`src/hw/rtl/tt2_pkg.sv`:
```
// ----------------------------------------------------------------------------
// tt2_pkg: shared constants, types and helpers for the Type 2 tag emulator
// Holds the tag geometry, command codes, TLV bytes and the port structs
// that pass between the writer, the store and the top level.
// ----------------------------------------------------------------------------
`default_nettype none

package tt2_pkg;

  // Tag geometry
  localparam int TAG_BLOCKS = 252;
  localparam int STORE_AW   = $clog2(TAG_BLOCKS);
  localparam int PTR_W      = 10;
  localparam int USED_W     = 9;

  // Command codes
  localparam logic [1:0] CMD_LOAD = 2'd0;
  localparam logic [1:0] CMD_BYTE = 2'd1;
  localparam logic [1:0] CMD_READ = 2'd2;

  // TLV and capability container bytes
  localparam logic [7:0] TLV_NDEF   = 8'h03;
  localparam logic [7:0] TLV_LONG   = 8'hFF;
  localparam logic [7:0] TLV_TERM   = 8'hFE;
  localparam logic [7:0] CC_MAGIC   = 8'hE1;
  localparam logic [7:0] CC_VERSION = 8'h10;

  // Fixed UID 08 11 22 33 and its check byte
  localparam logic [31:0] UID_WORD = 32'h0811_2233;
  localparam logic [7:0]  UID_BCC  = 8'h08 ^ 8'h11 ^ 8'h22 ^ 8'h33;

  // NDEF area starts at byte 16 (block 4); lengths from 255 use long form
  localparam logic [STORE_AW-1:0] HDR_BLOCK   = STORE_AW'(4);
  localparam logic [9:0]          SHORT_LIMIT = 10'd255;

  // Writer request: header load or single byte put
  typedef struct packed {
    logic             load_hdr;
    logic [31:0]      hdr_word;
    logic [PTR_W-1:0] hdr_ptr;
    logic             put_byte;
    logic [7:0]       wr_data;
  } tt2_wreq_t;

  // Store write port
  typedef struct packed {
    logic                en;
    logic [STORE_AW-1:0] addr;
    logic [31:0]         data;
  } tt2_mwr_t;

  // Generated blocks 0 to 3
  function automatic logic [31:0] gen_block(input logic [1:0] k,
                                            input logic [USED_W-1:0] used);
    logic [USED_W:0] up;
    logic [31:0]     w;
    up = {1'b0, used} + (USED_W+1)'(1);
    unique case (k)
      2'd0:    w = UID_WORD;
      2'd1:    w = {24'h0, UID_BCC};
      2'd2:    w = {24'h0, UID_BCC};
      default: w = {CC_MAGIC, CC_VERSION, up[8:1], 8'h00};
    endcase
    return w;
  endfunction

endpackage

`default_nettype wire

```
`src/hw/rtl/tt2_writer.sv`:
```
// ----------------------------------------------------------------------------
// tt2_writer: byte writer for the NDEF area
// Keeps the write pointer and the current block word, and writes the whole
// word through to the store on every byte, so no store read is needed.
// ----------------------------------------------------------------------------
`default_nettype none

module tt2_writer (
  input  wire logic               clk,
  input  wire logic               rst_n,
  input  wire tt2_pkg::tt2_wreq_t req,
  output tt2_pkg::tt2_mwr_t       mwr
);

  logic [tt2_pkg::PTR_W-1:0]    ptr_r;
  logic [31:0]                  cur_r;
  logic [31:0]                  base;
  logic [31:0]                  put_word;
  logic [tt2_pkg::STORE_AW-1:0] put_blk;
  logic                         blk_fits;

  assign put_blk  = ptr_r[tt2_pkg::PTR_W-1:2];
  assign blk_fits = {1'b0, put_blk} < (tt2_pkg::STORE_AW+1)'(tt2_pkg::TAG_BLOCKS);

  // A byte at a block's first lane starts the block from zero
  always_comb begin
    base     = (ptr_r[1:0] == 2'd0) ? 32'h0 : cur_r;
    put_word = base;
    unique case (ptr_r[1:0])
      2'd0:    put_word[31:24] = req.wr_data;
      2'd1:    put_word[23:16] = req.wr_data;
      2'd2:    put_word[15:8]  = req.wr_data;
      default: put_word[7:0]   = req.wr_data;
    endcase
  end

  always_comb begin
    mwr = '0;
    priority if (req.load_hdr) begin
      mwr.en   = 1'b1;
      mwr.addr = tt2_pkg::HDR_BLOCK;
      mwr.data = req.hdr_word;
    end else if (req.put_byte) begin
      mwr.en   = blk_fits;
      mwr.addr = put_blk;
      mwr.data = put_word;
    end
  end

  always_ff @(posedge clk) begin
    if (!rst_n) begin
      ptr_r <= '0;
    end else if (req.load_hdr) begin
      ptr_r <= req.hdr_ptr;
    end else if (req.put_byte) begin
      ptr_r <= ptr_r + tt2_pkg::PTR_W'(1);
    end
  end

  always_ff @(posedge clk) begin
    if (req.load_hdr) begin
      cur_r <= req.hdr_word;
    end else if (req.put_byte) begin
      cur_r <= put_word;
    end
  end

endmodule

`default_nettype wire

```
`config.mk`:
```
export PLATFORM = sky130hd
export DESIGN_NAME = tt2_writer
export DESIGN_NICKNAME = d
export VERILOG_FILES = /design/src/hw/rtl/tt2_pkg.sv /design/src/hw/rtl/tt2_writer.sv
export SDC_FILE = /design/constraint.sdc
export NUM_CORES = 1
export LEC_CHECK = 0
export ABC_AREA = 1
export ABC_CLOCK_PERIOD_IN_PS = 2200
export BUFFER_PORTS_ARGS = -buffer_cell sky130_fd_sc_hd__buf_2
export CORE_ASPECT_RATIO = 1.4
export CORE_UTILIZATION = 53
export CTS_BUF_LIST = sky130_fd_sc_hd__clkbuf_8
export DETAILED_ROUTE_END_ITERATION = 10
export PLACE_DENSITY = 0.83
export SYNTH_ARGS = -nofsm -noshare
export SYNTH_HDL_FRONTEND = slang
export SYNTH_SLANG_ARGS = --single-unit
```
`constraint.sdc`:
```
create_clock -name clk -period 2.2 [get_ports clk]
set_clock_uncertainty 0.15 [all_clocks]
set_input_delay 0.22 -clock clk [delete_from_list [all_inputs] [get_ports clk]]
set_output_delay 0.22 -clock clk [all_outputs]
set_load 0.02 [all_outputs]
```
# [After elaboration in Yosys (flattened, before gate mapping)]
# Cells that the tools add are included.
[word_totals] mem_bits_rw=0 elab_cells=20 reg_bits=42 n_memories=0 in_bits=54 latch_bits=0 rom_bits=0 output_inout_bits=41
[classes] add_sub_neg=1 shifts=0 bitwise=0 order_cmp=1 div_mod_pow=0 mul=0 n_mux=11 eq_ne=2 n_reduce_logical=3
[op_table] operator="two-way mux 32 bit" n=3
[op_table] operator="two-way mux 41 bit" n=2
[op_table] operator="two-way mux 8 bit" n=4
[op_table] operator="two-way mux 10 bit" n=2
[op_table] operator="adder 10 x 1 -> 10 bit, second input constant" n=1
[op_table] operator="< comparator 8 bit, second input constant" n=1
[op_table] operator="OR reduction 3 bit" n=1
[op_table] operator="equality test 2 x 1 -> 1 bit, second input constant" n=1
[op_table] operator="equality test 2 bit, second input constant" n=1
[op_table] operator="logical NOT 2 bit" n=1
[op_table] operator="nonzero test 2 bit" n=1

# [Logic depth before layout (Yosys ltp)]
[depth] depth_word=5 ltp_mapped=8

# [Worst setup path after synthesis]
# No wires, ideal clock.
[synth_timing] kind="register -> output" startpoint="register ptr_r[0] (netlist bit)" endpoint="output mwr[24] (netlist bit)" arrival_ns=1.518 path_stages_with_launch=8 path_slack_ns=0.312 n_path_buf=2 path_cell_list="dfxtp_1 -> inv_1 -> ha_1 -> buf_4 -> buf_2 -> nand2_1 -> o211ai_1 -> a21oi_1"
[synth_rtl] item="start, declared" line="tt2_writer.sv:15" text="logic [tt2_pkg::PTR_W-1:0] ptr_r;"
[synth_rtl] item="start signal, assigned" line="tt2_writer.sv:54" text="ptr_r <= req.hdr_ptr;"
[synth_rtl] item="start signal, assigned" line="tt2_writer.sv:56" text="ptr_r <= ptr_r + tt2_pkg::PTR_W'(1);"
[synth_rtl] item="end, declared" line="tt2_writer.sv:12" text="output tt2_pkg::tt2_mwr_t mwr"

==> results.cfg <==
[outcome]
outcome = finished clean

[floorplan]
die_w_um = 63.9
num_io_pins = 95
coreArea_um2 = 5160
die_h_um = 88.7
dieArea_um2 = 5660
start_util_pct = 55.1
num_rows = 31

[timing]
fin_crit_sh_pct = 93.9
hold_violations = 0
drv_slew = 0
worstMarginPinSlew_ps = 346
rsz0062_at_grt = no
slew_headroom_pct = 76.9
setup_tns_ps = 0
timing.fmax_mhz = 484
finalCriticalPeriod_ps = 2070
setup_ws_ps = 135
finalSetupViolations = 0

[setup_path]
cp_cell_sequence = inv_1 -> ha_4 -> nor2_4 -> nand2_1 -> nand2_1 -> a21boi_1 -> nor2_1 -> buf_2
path_class = reg -> out
cpLargestDelayFamily = simple AND/OR/NAND/NOR gates
cp_slowest_cell = dfxtp_1
cpPeakStageDelay_ps = 330
cp_common_cell = nand2_1
cp-end-kind = output pin
cp.arrival_ps = 1700
crit_path_start_kind = register
worstPathMaxFanout = 8
worst-path-buf-inv = 2
cp.required_ps = 1830

[drt]
routedWlPerCell_um = 13.7
dr.pass1.iters = 4
drt-vias-per-instance = 5.25
drtIter0Drc = 207
ant_nets = 0
drt-total-wl_mm = 7.49
remaining_drc_errors = 0
dr_total_vias = 2874

[worst_hold_path]
hp-class = in -> reg

[place]
gp_congestion = 0.877
preCtsSetupSlack_ps = 137
place_area_um2 = 3340
dp_hpwl_mm = 5.46
port-buffer-count = 94

[finish]
syn2layout_area_growth_pct = 22.9
fillCellCount = 449
fin_nets = 538
num_antenna_cells = 0
fin_area_um2 = 3490
drive_gt1_share_pct = 29.5

[clocking]
ctsHoldBuffers = 0
insertion_delay_ps = 290
cts_buffers = 5
cts_num_sinks = 42
clk_pin_slew_ps = 80
htreeDepth = 2
cts_tree = built
cts-root-buf = clkbuf_8
cts_max_path_buffers = 2

[logic_synthesis]
yosys_warnings = 0
syn_nets = 441
synthCells = 383
syn_area_um2 = 2840
synth_seq_area_share_pct = 40.8
syn_area_per_cell_um2 = 7.42
synth-seq-cells = 42
yosys.cell_types.count = 29

[power_and_ir_drop]
powerDensity_nw_per_um2 = 579
power_leakage_nw = 1.88
vdd_drop_max_mv = 0.380

[global_routing]
antenna_found_initial = 0
grt_usage_pct = 27.5
grt_pass1_wl_mm = 11.9
grt_max_degree = 30
grt_overflow_total = 0
grt_pass1_vias = 2681

[run]
drv_cap = 0
-- routing by layer --
layer / GRT usage [%] / wire (µm)
met5: 0 / 0
met4: 12.2 / 210
met3: 3.99 / 514
met2: 50.2 / 3920
met1: 31.7 / 2840
-- cells in the final DEF (no fill, tap or decap) --
| master | instances |
|---|---|
| o211ai_1 | 9 |
| or2_0 | 1 |
| nand3_2 | 1 |
| a21oi_2 | 6 |
| dfxtp_1 | 10 |
| clkbuf_8 | 5 |
| nor2_1 | 40 |
| a211oi_1 | 1 |
| clkinv_1 | 1 |
| a31oi_1 | 2 |
| inv_2 | 4 |
| a21oi_1 | 10 |
| a21boi_1 | 25 |
| nand3_1 | 9 |
| o21ai_2 | 1 |
| o21ai_1 | 3 |
| o21ai_0 | 4 |
| nor2_2 | 3 |
| xor2_1 | 1 |
| a22oi_1 | 1 |
| nor3_1 | 1 |
| buf_2 | 94 |
| inv_1 | 43 |
| nand2_2 | 2 |
| nor2_4 | 6 |
| edfxtp_1 | 32 |
| buf_12 | 1 |
| ha_4 | 4 |
| nand2_1 | 146 |
| clkinv_2 | 1 |
| buf_4 | 14 |
-- timing repair --
action / in CTS / in global routing
cloned: 0 / 0
setup endpoints to repair: 32 / 17
pin swaps: 1 / 2
setup buffers: 0 / 3
gates resized for setup: 4 / 5
-- synthesized netlist by cell type (all sizes together) --
cell type    n  area share [%]
a21boi      25             6.6
o21ai        8             1.5
a21oi       16             3.6
xor2         1            0.31
nand2      148              20
edfxtp      32              34
nand3       10             1.9
ha           4             1.8
a22oi        1            0.26
clkbuf       1            0.13
nor3         1            0.18
inv         46             6.1
nor2        49             8.3
a31oi        2            0.44
a211oi       1            0.26
or2          1            0.22
o211ai       9             2.4
buf         18             5.4
dfxtp       10             7.0
-- state kept, by name (all words and copies together) (netlist names) --
signal  count
cur_r      32
ptr_r      10
-- power breakdown --
| group | internal, W | switching [W] | leakage, nW | total, W |
|---|---|---|---|---|
| logic | 0.000208 | 0.000360 | 1.41 | 0.000567 |
| registers | 0.000941 | 0.0000310 | 0.422 | 0.000972 |
| clock network | 0.000214 | 0.000269 | 0.0468 | 0.000483 |
| total | 0.00136 | 0.000660 | 1.88 | 0.00202 |
-- final cells by class --
class | instances | area, µm² | area share, %
clock buffer | 5 | 68.8 | 1.97
clock inverter | 3 | 12.5 | 0.358
inverter | 46 | 173 | 4.94
multi-input combinational | 276 | 1400 | 40.1
sequential | 42 | 1160 | 33.2
tap | 66 | 82.6 | 2.36
timing repair buffer | 109 | 596 | 17.0
-- path summary, 6_finish.rpt --
| kind | endpoint | slack, ps | startpoint | cells after the start |
|---|---|---|---|---|
| setup reg to reg | cur_r[5]$_DFFE_PP_ | 610 | ptr_r[0]$_SDFFE_PN0P_ | 7 |
| hold reg to reg | ptr_r[3]$_SDFFE_PN0P_ | 400 | ptr_r[3]$_SDFFE_PN0P_ | 2 |
| hold / removal | ptr_r[4]$_SDFFE_PN0P_ | 40 | req[13] | 3 |
| setup / recovery | mwr[2] | 130 | ptr_r[1]$_SDFFE_PN0P_ | 8 |
-- worst register-to-register path, stage by stage, from the launching register on --
cell      delay [ps]
dfxtp_1          320
buf_4            160
ha_4             200
buf_4            160
nand2_1           60
nand2_1           50
a21boi_1         180
inv_1             70
-- through the flow --
step                      total power [W]  hold slack (ps)  utilization (%)  instances
final                             0.00202             38.8             67.7        547
after detailed placement          0.00153              352             64.8        536
after CTS                         0.00201             38.7             66.7        544
after global placement            0.00152              339             64.8        536
after floorplan                   0.00135              168                -        383
after global routing              0.00213             65.3             67.7        547
-- kinds of logic after synthesis --
family                     count (synthesis)  share of synthesized area (%)
DFF                                       42                           40.8
xor gates and xnor gates                   1                          0.308
AOI/OAI and AO/OA                         62                           15.1
and+or+nand+nor                          209                           30.4
adders and majority gates                  4                           1.76
buffers and inverters                     65                           11.6
No activity file was read; power rests on OpenSTA's default activity.
